<file path="src/rtl/i2cbs_pkg.sv">
// shared types and constants for the i2c master bit sequencer
// used by i2cbs_cfg, i2cbs_core and i2c_master_bit_sequencer; no dependencies
package i2cbs_pkg;

  localparam int DATA_BITS = 8;
  localparam int HP_W      = 16;
  localparam int POLL_W    = 8;
  localparam int PH_W      = 5;
  localparam int BIT_W     = 4;
  localparam int ADDR_W    = 3;

  localparam logic [HP_W-1:0]   HALF_PERIOD_RST = 16'd150;
  localparam logic [POLL_W-1:0] POLL_LIMIT_RST  = 8'd249;

  // register indexes
  localparam logic REG_HALF_PERIOD = 1'b0;
  localparam logic REG_POLL_LIMIT  = 1'b1;

  // commands
  localparam logic [2:0] MODE_NONE  = 3'd0;
  localparam logic [2:0] MODE_START = 3'd1;
  localparam logic [2:0] MODE_STOP  = 3'd2;
  localparam logic [2:0] MODE_WRITE = 3'd3;
  localparam logic [2:0] MODE_WACK  = 3'd4;
  localparam logic [2:0] MODE_READ  = 3'd5;
  localparam logic [2:0] MODE_ACK   = 3'd6;
  localparam logic [2:0] MODE_NACK  = 3'd7;

  // status codes
  localparam logic [1:0] ST_OK       = 2'd0;
  localparam logic [1:0] ST_NO_ACK   = 2'd1;
  localparam logic [1:0] ST_START_FL = 2'd2;

  // sequencer phases
  localparam logic [PH_W-1:0] PH_IDLE        = 5'd0;
  localparam logic [PH_W-1:0] PH_ST_SETTLE   = 5'd1;
  localparam logic [PH_W-1:0] PH_ST_POLL_HI  = 5'd2;
  localparam logic [PH_W-1:0] PH_ST_LOW_WAIT = 5'd3;
  localparam logic [PH_W-1:0] PH_ST_POLL_LO  = 5'd4;
  localparam logic [PH_W-1:0] PH_FIN_WAIT    = 5'd5;
  localparam logic [PH_W-1:0] PH_SP_A        = 5'd6;
  localparam logic [PH_W-1:0] PH_SP_B        = 5'd7;
  localparam logic [PH_W-1:0] PH_AK_A        = 5'd8;
  localparam logic [PH_W-1:0] PH_AK_B        = 5'd9;
  localparam logic [PH_W-1:0] PH_AK_C        = 5'd10;
  localparam logic [PH_W-1:0] PH_WA_A        = 5'd11;
  localparam logic [PH_W-1:0] PH_WA_B        = 5'd12;
  localparam logic [PH_W-1:0] PH_WA_C        = 5'd13;
  localparam logic [PH_W-1:0] PH_W_LOW       = 5'd14;
  localparam logic [PH_W-1:0] PH_W_HIGH      = 5'd15;
  localparam logic [PH_W-1:0] PH_R_SETUP     = 5'd16;
  localparam logic [PH_W-1:0] PH_R_HIGH      = 5'd17;
  localparam logic [PH_W-1:0] PH_R_LOW       = 5'd18;

  typedef struct packed {
    logic [HP_W-1:0]   half_period;
    logic [POLL_W-1:0] poll_limit;
  } cfg_t;

  typedef struct packed {
    logic                 scl;
    logic                 sda;
    logic                 busy;
    logic                 done;
    logic [DATA_BITS-1:0] rdata;
    logic [1:0]           status;
  } res_t;

endpackage

</file>
<file path="src/rtl/i2c_master_bit_sequencer.sv">
// top level of the i2c master bit sequencer: input register, step core, result register
// depends on i2cbs_pkg, i2cbs_cfg and i2cbs_core
//
//  channel | direction | handshake              | payload
//  in_     | input     | in_valid / in_stall    | mode, write_data, sda_in
//  out_    | output    | out_valid / out_stall  | scl, sda, busy, done, read data, status
//  cfg     | input     | psel/penable/pready    | half_period_ticks, poll_limit
//
// one tick item per clock while the input does not stall; each item waits in the input
// register until it can advance and its result is then offered from the result register
// the input stalls only while both registers hold items and out_stall is high
// reset is synchronous and active low; no clearing pass is needed
module i2c_master_bit_sequencer (
  input  logic                            clk,
  input  logic                            rst_n,
  input  logic                            in_valid,
  output logic                            in_stall,
  input  logic [2:0]                      in_mode,
  input  logic [i2cbs_pkg::DATA_BITS-1:0] in_write_data,
  input  logic                            in_sda_in,
  output logic                            out_valid,
  input  logic                            out_stall,
  output logic                            out_scl_out,
  output logic                            out_sda_out,
  output logic                            out_busy_res,
  output logic                            out_done_res,
  output logic [i2cbs_pkg::DATA_BITS-1:0] out_read_data,
  output logic [1:0]                      out_status,
  input  logic                            psel,
  input  logic                            penable,
  input  logic                            pwrite,
  input  logic [i2cbs_pkg::ADDR_W-1:0]    paddr,
  input  logic [31:0]                     pwdata,
  output logic [31:0]                     prdata,
  output logic                            pready
);

  i2cbs_pkg::cfg_t                 cfg;
  i2cbs_pkg::res_t                 res;
  i2cbs_pkg::res_t                 res_r;
  logic                            in_vld_r, out_vld_r;
  logic [2:0]                      mode_r;
  logic [i2cbs_pkg::DATA_BITS-1:0] wdata_r;
  logic                            sda_in_r;
  logic                            advance;

  i2cbs_cfg u_cfg (
    .clk     (clk),
    .rst_n   (rst_n),
    .psel    (psel),
    .penable (penable),
    .pwrite  (pwrite),
    .paddr   (paddr),
    .pwdata  (pwdata),
    .prdata  (prdata),
    .pready  (pready),
    .cfg     (cfg)
  );

  assign advance  = in_vld_r && (!out_vld_r || !out_stall);
  assign in_stall = in_vld_r && !advance;

  i2cbs_core u_core (
    .clk     (clk),
    .rst_n   (rst_n),
    .step_en (advance),
    .mode    (mode_r),
    .wdata   (wdata_r),
    .sda_in  (sda_in_r),
    .cfg     (cfg),
    .res     (res)
  );

  always_ff @(posedge clk) begin
    if (!rst_n) begin
      in_vld_r  <= 1'b0;
      out_vld_r <= 1'b0;
    end else begin
      if (!in_stall) begin
        in_vld_r <= in_valid;
      end
      if (advance) begin
        out_vld_r <= 1'b1;
      end else if (!out_stall) begin
        out_vld_r <= 1'b0;
      end
    end
  end

  always_ff @(posedge clk) begin
    if (in_valid && !in_stall) begin
      mode_r   <= in_mode;
      wdata_r  <= in_write_data;
      sda_in_r <= in_sda_in;
    end
    if (advance) begin
      res_r <= res;
    end
  end

  assign out_valid     = out_vld_r;
  assign out_scl_out   = res_r.scl;
  assign out_sda_out   = res_r.sda;
  assign out_busy_res  = res_r.busy;
  assign out_done_res  = res_r.done;
  assign out_read_data = res_r.rdata;
  assign out_status    = res_r.status;

  // a finished command leaves the sequencer idle
  a_done_not_busy: assert property (@(posedge clk) disable iff (!rst_n)
    out_vld_r && out_done_res |-> !out_busy_res)
    else $error("done reported while still busy");

  // status never takes the unused code
  a_status_code: assert property (@(posedge clk) disable iff (!rst_n)
    out_vld_r |-> (out_status != 2'd3))
    else $error("status holds an undefined code");

  // the input side only stalls while it holds an item that cannot advance
  a_stall_cause: assert property (@(posedge clk) disable iff (!rst_n)
    in_stall |-> (in_vld_r && out_vld_r && out_stall))
    else $error("input stalled without a blocked result");

  // a step always yields a valid result on the next cycle
  a_step_result: assert property (@(posedge clk) disable iff (!rst_n)
    advance |=> out_vld_r)
    else $error("stepped item produced no result");

endmodule

</file>
<file path="src/rtl/i2cbs_cfg.sv">
// apb-style configuration registers: half period and start poll limit
// depends on i2cbs_pkg
module i2cbs_cfg (
  input  logic                         clk,
  input  logic                         rst_n,
  input  logic                         psel,
  input  logic                         penable,
  input  logic                         pwrite,
  input  logic [i2cbs_pkg::ADDR_W-1:0] paddr,
  input  logic [31:0]                  pwdata,
  output logic [31:0]                  prdata,
  output logic                         pready,
  output i2cbs_pkg::cfg_t              cfg
);

  logic [i2cbs_pkg::HP_W-1:0]   half_r;
  logic [i2cbs_pkg::POLL_W-1:0] poll_r;
  logic                         wr_en;
  logic                         idx;

  assign pready = 1'b1;
  assign wr_en  = psel && penable && pwrite;
  assign idx    = paddr[2];

  always_ff @(posedge clk) begin
    if (!rst_n) begin
      half_r <= i2cbs_pkg::HALF_PERIOD_RST;
      poll_r <= i2cbs_pkg::POLL_LIMIT_RST;
    end else if (wr_en) begin
      if (idx == i2cbs_pkg::REG_HALF_PERIOD) begin
        half_r <= pwdata[i2cbs_pkg::HP_W-1:0];
      end else begin
        poll_r <= pwdata[i2cbs_pkg::POLL_W-1:0];
      end
    end
  end

  always_comb begin
    if (idx == i2cbs_pkg::REG_HALF_PERIOD) begin
      prdata = {{(32-i2cbs_pkg::HP_W){1'b0}}, half_r};
    end else begin
      prdata = {{(32-i2cbs_pkg::POLL_W){1'b0}}, poll_r};
    end
  end

  assign cfg.half_period = half_r;
  assign cfg.poll_limit  = poll_r;

endmodule

</file>
<file path="src/rtl/i2cbs_core.sv">
// line sequencer state and one-tick step logic
// depends on i2cbs_pkg
module i2cbs_core (
  input  logic                            clk,
  input  logic                            rst_n,
  input  logic                            step_en,
  input  logic [2:0]                      mode,
  input  logic [i2cbs_pkg::DATA_BITS-1:0] wdata,
  input  logic                            sda_in,
  input  i2cbs_pkg::cfg_t                 cfg,
  output i2cbs_pkg::res_t                 res
);

  logic [i2cbs_pkg::PH_W-1:0]      ph_r, ph_nxt;
  logic [i2cbs_pkg::HP_W-1:0]      dly_r, dly_nxt;
  logic [i2cbs_pkg::POLL_W-1:0]    poll_r, poll_nxt, poll_inc;
  logic [i2cbs_pkg::BIT_W-1:0]     bit_r, bit_nxt, bit_inc;
  logic [i2cbs_pkg::DATA_BITS-1:0] shf_r, shf_nxt, rbyte_r, rbyte_nxt;
  logic                            scl_r, scl_nxt, sda_r, sda_nxt;
  logic [1:0]                      stat_r, stat_nxt;
  logic                            done_nxt;
  logic                            waited;

  assign waited   = (dly_r <= {{(i2cbs_pkg::HP_W-1){1'b0}}, 1'b1});
  assign poll_inc = poll_r + 1'b1;
  assign bit_inc  = bit_r + 1'b1;

  always_comb begin
    ph_nxt    = ph_r;
    dly_nxt   = dly_r;
    poll_nxt  = poll_r;
    bit_nxt   = bit_r;
    shf_nxt   = shf_r;
    scl_nxt   = scl_r;
    sda_nxt   = sda_r;
    stat_nxt  = stat_r;
    rbyte_nxt = rbyte_r;
    done_nxt  = 1'b0;
    // count down the half-period delay in every waiting phase
    if (ph_r != i2cbs_pkg::PH_IDLE && ph_r != i2cbs_pkg::PH_ST_POLL_HI &&
        ph_r != i2cbs_pkg::PH_ST_POLL_LO) begin
      dly_nxt = waited ? '0 : dly_r - 1'b1;
    end
    case (ph_r)
      i2cbs_pkg::PH_IDLE: begin
        if (mode != i2cbs_pkg::MODE_NONE) begin
          bit_nxt  = '0;
          poll_nxt = '0;
          dly_nxt  = cfg.half_period;
          case (mode)
            i2cbs_pkg::MODE_START: begin
              sda_nxt = 1'b1;
              scl_nxt = 1'b1;
              ph_nxt  = i2cbs_pkg::PH_ST_SETTLE;
            end
            i2cbs_pkg::MODE_STOP: begin
              sda_nxt = 1'b0;
              ph_nxt  = i2cbs_pkg::PH_SP_A;
            end
            i2cbs_pkg::MODE_WRITE: begin
              sda_nxt = wdata[i2cbs_pkg::DATA_BITS-1];
              shf_nxt = {wdata[i2cbs_pkg::DATA_BITS-2:0], 1'b0};
              ph_nxt  = i2cbs_pkg::PH_W_LOW;
            end
            i2cbs_pkg::MODE_WACK: begin
              sda_nxt = 1'b1;
              ph_nxt  = i2cbs_pkg::PH_WA_A;
            end
            i2cbs_pkg::MODE_READ: begin
              sda_nxt = 1'b1;
              shf_nxt = '0;
              ph_nxt  = i2cbs_pkg::PH_R_SETUP;
            end
            i2cbs_pkg::MODE_ACK: begin
              sda_nxt = 1'b0;
              ph_nxt  = i2cbs_pkg::PH_AK_A;
            end
            default: begin
              sda_nxt = 1'b1;
              ph_nxt  = i2cbs_pkg::PH_AK_A;
            end
          endcase
        end
      end
      i2cbs_pkg::PH_ST_SETTLE: begin
        if (waited) begin
          poll_nxt = '0;
          ph_nxt   = i2cbs_pkg::PH_ST_POLL_HI;
        end
      end
      i2cbs_pkg::PH_ST_POLL_HI: begin
        if (sda_in) begin
          sda_nxt = 1'b0;
          dly_nxt = cfg.half_period;
          ph_nxt  = i2cbs_pkg::PH_ST_LOW_WAIT;
        end else begin
          poll_nxt = poll_inc;
          if (poll_inc >= cfg.poll_limit) begin
            ph_nxt   = i2cbs_pkg::PH_IDLE;
            stat_nxt = i2cbs_pkg::ST_START_FL;
            done_nxt = 1'b1;
          end
        end
      end
      i2cbs_pkg::PH_ST_LOW_WAIT: begin
        if (waited) begin
          poll_nxt = '0;
          ph_nxt   = i2cbs_pkg::PH_ST_POLL_LO;
        end
      end
      i2cbs_pkg::PH_ST_POLL_LO: begin
        if (!sda_in) begin
          sda_nxt = 1'b0;
          scl_nxt = 1'b0;
          dly_nxt = cfg.half_period;
          ph_nxt  = i2cbs_pkg::PH_FIN_WAIT;
        end else begin
          poll_nxt = poll_inc;
          if (poll_inc >= cfg.poll_limit) begin
            ph_nxt   = i2cbs_pkg::PH_IDLE;
            stat_nxt = i2cbs_pkg::ST_START_FL;
            done_nxt = 1'b1;
          end
        end
      end
      i2cbs_pkg::PH_FIN_WAIT: begin
        if (waited) begin
          ph_nxt   = i2cbs_pkg::PH_IDLE;
          stat_nxt = i2cbs_pkg::ST_OK;
          done_nxt = 1'b1;
        end
      end
      i2cbs_pkg::PH_SP_A: begin
        if (waited) begin
          scl_nxt = 1'b1;
          dly_nxt = cfg.half_period;
          ph_nxt  = i2cbs_pkg::PH_SP_B;
        end
      end
      i2cbs_pkg::PH_SP_B: begin
        if (waited) begin
          sda_nxt = 1'b1;
          dly_nxt = cfg.half_period;
          ph_nxt  = i2cbs_pkg::PH_FIN_WAIT;
        end
      end
      i2cbs_pkg::PH_AK_A: begin
        if (waited) begin
          scl_nxt = 1'b1;
          dly_nxt = cfg.half_period;
          ph_nxt  = i2cbs_pkg::PH_AK_B;
        end
      end
      i2cbs_pkg::PH_AK_B: begin
        if (waited) begin
          scl_nxt = 1'b0;
          dly_nxt = cfg.half_period;
          ph_nxt  = i2cbs_pkg::PH_AK_C;
        end
      end
      i2cbs_pkg::PH_AK_C: begin
        if (waited) begin
          sda_nxt = 1'b0;
          dly_nxt = cfg.half_period;
          ph_nxt  = i2cbs_pkg::PH_FIN_WAIT;
        end
      end
      i2cbs_pkg::PH_WA_A: begin
        if (waited) begin
          scl_nxt = 1'b1;
          sda_nxt = 1'b1;
          dly_nxt = cfg.half_period;
          ph_nxt  = i2cbs_pkg::PH_WA_B;
        end
      end
      i2cbs_pkg::PH_WA_B: begin
        if (waited) begin
          scl_nxt = 1'b0;
          if (sda_in) begin
            dly_nxt = cfg.half_period;
            ph_nxt  = i2cbs_pkg::PH_WA_C;
          end else begin
            ph_nxt   = i2cbs_pkg::PH_IDLE;
            stat_nxt = i2cbs_pkg::ST_OK;
            done_nxt = 1'b1;
          end
        end
      end
      i2cbs_pkg::PH_WA_C: begin
        if (waited) begin
          ph_nxt   = i2cbs_pkg::PH_IDLE;
          stat_nxt = i2cbs_pkg::ST_NO_ACK;
          done_nxt = 1'b1;
        end
      end
      i2cbs_pkg::PH_W_LOW: begin
        if (waited) begin
          scl_nxt = 1'b1;
          dly_nxt = cfg.half_period;
          ph_nxt  = i2cbs_pkg::PH_W_HIGH;
        end
      end
      i2cbs_pkg::PH_W_HIGH: begin
        if (waited) begin
          scl_nxt = 1'b0;
          bit_nxt = bit_inc;
          if (bit_inc >= i2cbs_pkg::BIT_W'(i2cbs_pkg::DATA_BITS)) begin
            ph_nxt   = i2cbs_pkg::PH_IDLE;
            stat_nxt = i2cbs_pkg::ST_OK;
            done_nxt = 1'b1;
          end else begin
            sda_nxt = shf_r[i2cbs_pkg::DATA_BITS-1];
            shf_nxt = {shf_r[i2cbs_pkg::DATA_BITS-2:0], 1'b0};
            dly_nxt = cfg.half_period;
            ph_nxt  = i2cbs_pkg::PH_W_LOW;
          end
        end
      end
      i2cbs_pkg::PH_R_SETUP: begin
        if (waited) begin
          scl_nxt = 1'b1;
          dly_nxt = cfg.half_period;
          ph_nxt  = i2cbs_pkg::PH_R_HIGH;
        end
      end
      i2cbs_pkg::PH_R_HIGH: begin
        if (waited) begin
          shf_nxt = {shf_r[i2cbs_pkg::DATA_BITS-2:0], sda_in};
          scl_nxt = 1'b0;
          bit_nxt = bit_inc;
          dly_nxt = cfg.half_period;
          ph_nxt  = i2cbs_pkg::PH_R_LOW;
        end
      end
      i2cbs_pkg::PH_R_LOW: begin
        if (waited) begin
          if (bit_r >= i2cbs_pkg::BIT_W'(i2cbs_pkg::DATA_BITS)) begin
            rbyte_nxt = shf_r;
            ph_nxt    = i2cbs_pkg::PH_IDLE;
            stat_nxt  = i2cbs_pkg::ST_OK;
            done_nxt  = 1'b1;
          end else begin
            scl_nxt = 1'b1;
            dly_nxt = cfg.half_period;
            ph_nxt  = i2cbs_pkg::PH_R_HIGH;
          end
        end
      end
      default: begin
        ph_nxt = i2cbs_pkg::PH_IDLE;
      end
    endcase
  end

  always_ff @(posedge clk) begin
    if (!rst_n) begin
      ph_r    <= i2cbs_pkg::PH_IDLE;
      dly_r   <= '0;
      poll_r  <= '0;
      bit_r   <= '0;
      shf_r   <= '0;
      scl_r   <= 1'b1;
      sda_r   <= 1'b1;
      stat_r  <= i2cbs_pkg::ST_OK;
      rbyte_r <= '0;
    end else if (step_en) begin
      ph_r    <= ph_nxt;
      dly_r   <= dly_nxt;
      poll_r  <= poll_nxt;
      bit_r   <= bit_nxt;
      shf_r   <= shf_nxt;
      scl_r   <= scl_nxt;
      sda_r   <= sda_nxt;
      stat_r  <= stat_nxt;
      rbyte_r <= rbyte_nxt;
    end
  end

  assign res.scl    = scl_nxt;
  assign res.sda    = sda_nxt;
  assign res.busy   = (ph_nxt != i2cbs_pkg::PH_IDLE);
  assign res.done   = done_nxt;
  assign res.rdata  = rbyte_nxt;
  assign res.status = stat_nxt;

endmodule

</file>
<file path="config.mk">
export PLATFORM = sky130hd
export DESIGN_NAME = i2c_master_bit_sequencer
export DESIGN_NICKNAME = d
export VERILOG_FILES = /design/src/rtl/i2cbs_pkg.sv /design/src/rtl/i2c_master_bit_sequencer.sv /design/src/rtl/i2cbs_cfg.sv /design/src/rtl/i2cbs_core.sv
export SDC_FILE = /design/constraint.sdc
export NUM_CORES = 1
export LEC_CHECK = 0
export ABC_CLOCK_PERIOD_IN_PS = 6500
export CORE_UTILIZATION = 65
export CTS_BUF_LIST = sky130_fd_sc_hd__clkbuf_8
export CTS_CLUSTER_DIAMETER = 100
export CTS_CLUSTER_SIZE = 40
export DETAILED_ROUTE_END_ITERATION = 10
export DONT_BUFFER_PORTS = 1
export PLACE_DENSITY = 0.87
export SLEW_MARGIN = 20
export SYNTH_ARGS = -nofsm -noshare
export SYNTH_HDL_FRONTEND = slang
export SYNTH_SLANG_ARGS = --single-unit
</file>
<file path="constraint.sdc">
create_clock -name clk -period 6.5 [get_ports clk]
set_clock_uncertainty 0.1 [all_clocks]
set_input_delay 0 -clock clk [delete_from_list [all_inputs] [get_ports clk]]
set_output_delay 0 -clock clk [all_outputs]
set_load 0.05 [all_outputs]
</file>
==> Word-level counts from Yosys, hierarchy flattened <==
Cells that the tools add are included.
W data, S select, Z words.
{ "word_totals": {"register_bits": 105, "input_bits": 54, "word_cells": 194, "output_inout_bits": 49} }
{ "op_classes": {"n_reduce_logical": 33, "bitwise_logic": 1, "eq_ne": 36, "n_mux": 95, "magnitude_cmp": 4, "addsub": 3} }
{ "ops": {"columns": ["cell", "n"], "rows": [
  ["$mux W16", 12],
  ["$pmux W16 S7", 1],
  ["$mux W5", 19],
  ["$mux W8", 11],
  ["$pmux W5 S17", 1],
  ["$eq A5 B4 Y1 const B", 8],
  ["$pmux W8 S4", 1],
  ["$mux W1", 26],
  ["$pmux W5 S5", 1],
  ["$pmux W8 S3", 1],
  ["$mux W2", 11],
  ["$eq A5 B3 Y1 const B", 4],
  ["$le A16 B1 Y1 const B", 1],
  ["$mux W4", 4],
  ["$pmux W8 S2", 1],
  ["$sub A16 B1 Y16 const B", 1],
  ["$eq A5 B5 Y1 const B", 3],
  ["$pmux W2 S7", 1],
  ["$ne A2 B1 Y1 const B", 6],
  ["$pmux W1 S6", 2],
  ["$reduce_or A2 Y1", 6],
  ["$eq A5 B2 Y1 const B", 2],
  ["$reduce_bool A5 Y1", 2],
  ["$eq A3 B3 Y1 const B", 3],
  ["other kinds (29)", 44]
]} }

==> Depth between registers and ports, before layout <==
{ "depth": {"word_depth": 7, "ltp_mapped": 12, "mapped_depth_nobuf": 12} }

==> Hierarchy <==
A second synthesis with hierarchy kept.
{ "unflattened": {"cells_unflattened": 794, "hier_area_um2": 6526.3} }
{ "by_module_without_submodules": {"columns": ["module", "n_inst", "area_each_um2", "cells_each"], "rows": [
  ["i2cbs_core", 1, 4350.4, 618],
  ["i2cbs_cfg", 1, 1311.3, 142],
  ["i2c_master_bit_sequencer", 1, 864.6, 34]
]} }

==> Worst setup path before layout <==
OpenSTA, ideal clock, no wires.
{ "synth_timing": {"kind": "reg-to-reg", "from": "reg u_core.dly_r[8] (netlist name)", "to": "reg res_r (netlist bit out_busy_res), data pin", "period_less_slack_ns": 2.819, "path_slack_ns": 3.681, "n_path_buf": 3, "setup_ns": 0.273, "required_ns": 6.127, "arrival_time_ns": 2.446, "stages_incl_launch_ff": 11, "path_cell_list": "dfxtp_1 -> buf_6 -> or4_4 -> nor4_4 -> buf_6 -> and2_4 -> buf_2 -> o21ai_0 -> a221o_1 -> nor4_1 -> nand4b_1"} }
{ "synth_lines": {"columns": ["item", "line", "text"], "rows": [
  ["start, declared", "i2cbs_core.sv:15", "logic [i2cbs_pkg::HP_W-1:0] dly_r, dly_nxt;"],
  ["start signal, assigned", "i2cbs_core.sv:268", "dly_r <= dly_nxt;"],
  ["end signal, assigned", "i2c_master_bit_sequencer.sv:97", "res_r <= res;"],
  ["end, declared", "i2c_master_bit_sequencer.sv:40", "i2cbs_pkg::res_t res_r;"]
]} }

==> Final worst setup path <==
{ "layout_timing": {"from": "reg u_core.dly_r[2] (netlist name)", "to": "reg u_core.dly_r[14] (netlist name)"} }
{ "layout_via": {"elab_chain_cells": 6, "elab_cells_between_ends": 14} }
{ "layout_lines": {"columns": ["item", "line", "text"], "rows": [
  ["$sub A16 B1 Y16 / $le A16 B1 Y1 (equally long branches)", "i2cbs_core.sv:42, i2cbs_core.sv:24", null],
  ["$mux W16", "i2cbs_core.sv:42", "dly_nxt = waited ? '0 : dly_r - 1'b1;"],
  ["$mux W16", "i2cbs_core.sv:40", "if (ph_r != i2cbs_pkg::PH_IDLE && ph_r != i2cbs_pkg::PH_ST_POLL_HI &&"],
  ["$mux W16, on equally long branches", null, null],
  ["$mux W16, on equally long branches", "i2cbs_core.sv:236, i2cbs_core.sv:177, i2cbs_core.sv:204", null],
  ["$pmux W16 S7 *", "i2cbs_core.sv:44", "case (ph_r)"]
]} }
Mark *: on every way between the ends. The rest lies on a longest branch, timed or not.
A chain may end at the register's enable or synchronous reset.

==> run summary <==
The run finished with clean final reports. The initial detailed-routing violation count is 768. The number of antenna violations at the first check in global routing came out at 0. The max-slew headroom at the worst pin came out at 26.9%. The switching part of the total came out at 38.3%.

The post-detailed-routing wire length is 20,100 µm. Across every metal layer, demand over resource in global routing totals 40.0%. The DRC violation count after routing is 0. From left edge to right edge, the die measures 102 µm. The leakage power total is 2.63 nW. Input and output buffers added on the ports amount to 0. Data on the critical path is required at its endpoint by 6.69 ns. The library cell used most frequently in the layout, excluding fill and tap cells, is sky130_fd_sc_hd__nand2_1. Global routing consumed, on the met3 layer, 9.58% of the routing resources. The overall power consumption is 0.00164 W. The layer with the highest usage is met2.

The cell area that synthesis handed to floorplanning was 0.00652 mm². The number of enable-type register cells in the synthesized netlist came out at 26. The worst setup path is of the reg -> reg kind. Detailed placement ended at an HPWL of 11,800 µm. The total number of placement rows came out at 36. The number of buffers inserted by post-CTS setup repair came out at 0. The number of antenna diodes in the final layout is 0. The insertion delay to the later sink of the worst-skew pair is 0.39 ns. The number of fillers in the final layout is 698.

The maximum buffer depth of the clock tree came out at 2. For the pin with the worst max-slew slack, the measured transition is 1.09 ns. Leaving out fill and tap cells, the most frequent cells in the layout are sky130_fd_sc_hd__nand2_1, sky130_fd_sc_hd__a21oi_1, sky130_fd_sc_hd__dfxtp_1. The utilization after layout is 73.9%.

The total number of yosys warnings came out at 0. The mean post-synth cell area is 7.97 µm². After clock tree synthesis, the repair step resized 0 gates. The share of layout cells above drive strength 1 is 7.30%. The analysis attributes to net switching a power of 0.000628 W. The worst supply voltage drop on vdd came out at 0.195 mV. The library cell used as clock root buffer is sky130_fd_sc_hd__clkbuf_8. Routability-driven placement finished with a final weighted congestion of 0.985. The count of boundary I/O pins is 103. The detail-routed net length per standard cell came out at 20.8 µm.

The post-detailed-route count of antenna-violating nets is 0. Dividing the final minimum period by the clock period gives 56.3%. The worst hold slack across all endpoints is 0.00377 ns. The internal power component is 0.00101 W. The final-report max-slew violation count came out at 0. The sum of negative setup slack is 0 ns. The first global-routing pass estimated 31,900 µm of wire. The core box area came out at 0.00973 mm². The part of the power in registers came out at 46.0%.

The cell type with the highest occurrence count on the critical path is sky130_fd_sc_hd__nor4_1. In the final design database the tool counted 898 nets. In the synthesized netlist the dominant register cell turns out to be sky130_fd_sc_hd__dfxtp_1. The signal on the critical path passes through nor4_1, and2_0, nand2_1, o21a_1, nor4_1, nor3_1, o221a_2. CTS built an H-tree with a depth of 3. The final route contains 6,601 vias.

The clock sink total is 105. The per-cell via count in the routed design came out at 6.81. The register area share after synthesis came out at 36.2%.

Buffers inserted during clock tree synthesis total 9. The flip-flop and latch count after synthesis came out at 105. The clock tree from TritonCTS is done. Synthesis produced a netlist whose cell count is 818. The data arrival time at the worst-slack endpoint is 3.85 ns.

Global routing consumed, on the met2 layer, 63.6% of the routing resources. The proportion of power drawn by the clock network is 25.6%. The final-report setup violation count came out at 0.

The die covers 0.0104 mm². The count of TritonRoute iterations in the first routing pass came out at 7. The shortest period the worst path allows is 3.66 ns. The clock transition time at the flip-flop clock pins of the worst setup and hold paths is 0.12 ns. The category of the worst setup path capture point is a flip-flop. The area added between synthesis and finish is 10.3%. The highest cell delay on the worst timing path is 0.75 ns. The fraction of registers with async set or reset after synthesis came out at 0%.

Entering global routing, the biggest net connects 47 pins. The synthesized netlist contains 75 unique library cells. The global-route track usage on met1 came out at 50.4%.

The final critical-path setup slack is 2.84 ns. Setup repair after global routing left no endpoint under its margin. The initial core utilization is 67.0%. The count of final hold-check violations came out at 0.

The via count of the first global-routing pass is 6,130. For this design, the slowest cell found on the critical path is sky130_fd_sc_hd__and2_0. The remaining global-route overflow is 0. The relative contribution of combinational cells to total power is 28.4%. The type of element launching the critical path is a flip-flop. Based on the critical path, the design can be clocked at up to 273 MHz. The power density relative to cell area is 228 mW/mm². The vertical die dimension came out at 102 µm. The class of the most critical hold timing path is in -> reg.

Of all nets on the critical path, the largest fanout is 15. The tool flagged a number of max-cap violations equal to 0. OpenSTA, run right after detailed placement, puts the worst setup slack at 2.92 ns.
-- metal layers --
metal	vias to the layer above	share of wire (%)
li1	2922	-
met1	3081	37
met2	483	47
met3	115	11
met4	0	5.3
met5	-	0
-- final cells by class --
cell class                 count  area [µm²]  area share, %
multi-input combinational    632        3770           52.4
clock inverter                 7        83.8           1.17
clock buffer                   9         124           1.72
sequential                   105        2360           32.8
timing repair buffer          61         606           8.42
tap                          133         166           2.31
inverter                      22        82.6           1.15
-- metrics by stage --
| step | std cells | instance area [µm²] |
|---|---|---|
| 2_1_floorplan | 833 | 6580 |
| 3_3_place_gp | 898 | 6420 |
| 3_5_place_dp | 898 | 6420 |
| 4_1_cts | 969 | 7190 |
| 5_1_grt | 969 | 7190 |
| 6_report | 969 | 7190 |
-- flip-flops by register name, summed over array words and instances (netlist names), 2 cells and up --
| name | flops |
|---|---|
| u_core.rbyte_r | 8 |
| u_cfg.half_r | 16 |
| out_read_data | 8 |
| u_core.stat_r | 2 |
| out_status | 2 |
| u_core.ph_r | 5 |
| u_cfg.poll_r | 8 |
| u_core.shf_r | 8 |
| wdata_r | 8 |
| u_core.poll_r | 8 |
| mode_r | 3 |
| u_core.dly_r | 16 |
| u_core.bit_r | 4 |
-- worst max-delay path: cells and delay by family (launching register included) --
kind | cells | cell delay, ns
AO/OA/AOI/OAI | 2 | 0.61
flip-flops | 1 | 0.39
AND/OR/NAND/NOR | 5 | 2.47
-- cells in the mapped netlist (all sizes together) (6+ instances only) --
cell / n / area, µm²
a21o: 13 / 97.6
a21oi: 89 / 449
a2bb2oi: 6 / 58.8
a31oi: 7 / 43.8
and2: 8 / 52.6
and3: 8 / 50.1
buf: 31 / 205
clkbuf: 43 / 161
dfxtp: 79 / 1580
edfxtp: 26 / 781
ha: 13 / 163
inv: 22 / 82.6
mux2: 18 / 203
mux2i: 8 / 80.1
nand2: 118 / 443
nand2b: 18 / 113
nand3: 30 / 150
nand3b: 6 / 45.0
nor2: 70 / 263
nor2b: 18 / 113
nor3: 15 / 75.1
nor4: 9 / 71.3
o211ai: 9 / 67.6
o21ai: 39 / 195
o31ai: 6 / 45.0
or3: 6 / 37.5
xnor2: 11 / 96.3
xor2: 9 / 78.8
-- power by group through the flow --
stage	combinational (W)	sequential (W)	clock [W]
3_5_place_dp	0.000415	0.000767	0
4_1_cts	0.000444	0.000752	0.000413
3_3_place_gp	0.000408	0.000765	0
6_report	0.000465	0.000755	0.000420
5_1_grt	0.000497	0.000758	0.000445
2_1_floorplan	0.000365	0.000749	0
-- repair_timing --
item,CTS,global route
endpoints found under the hold margin,62,0
endpoints found under the setup margin,0,0
hold buffers,55,0
-- cell families after synthesis --
kind of cell,count (synthesis),synth area share (%)
simple gates,328,24.4
compound gates,228,22.9
buf+inv,96,6.89
fa+ha+maj,13,2.49
mux,26,4.34
other cells,2,0.115
flops,105,36.2
xor+xnor,20,2.69
-- worst paths after layout --
path / startpoint / slack (ns) / endpoint / depth (start not counted)
worst max-delay path: u_core.dly_r[2]$_SDFFE_PN0P_ / 2.84 / u_core.dly_r[14]$_SDFFE_PN0P_ / 7
worst min-delay path: pwrite / 0.004 / u_cfg.half_r[11]$_SDFFE_PN0P_ / 4
worst max register to register: u_core.dly_r[2]$_SDFFE_PN0P_ / 2.84 / u_core.dly_r[14]$_SDFFE_PN0P_ / 7
worst min register to register: u_core.rbyte_r[5]$_SDFFE_PN0P_ / 0.37 / u_core.rbyte_r[5]$_SDFFE_PN0P_ / 2
Power figures use the tool's default switching activity.
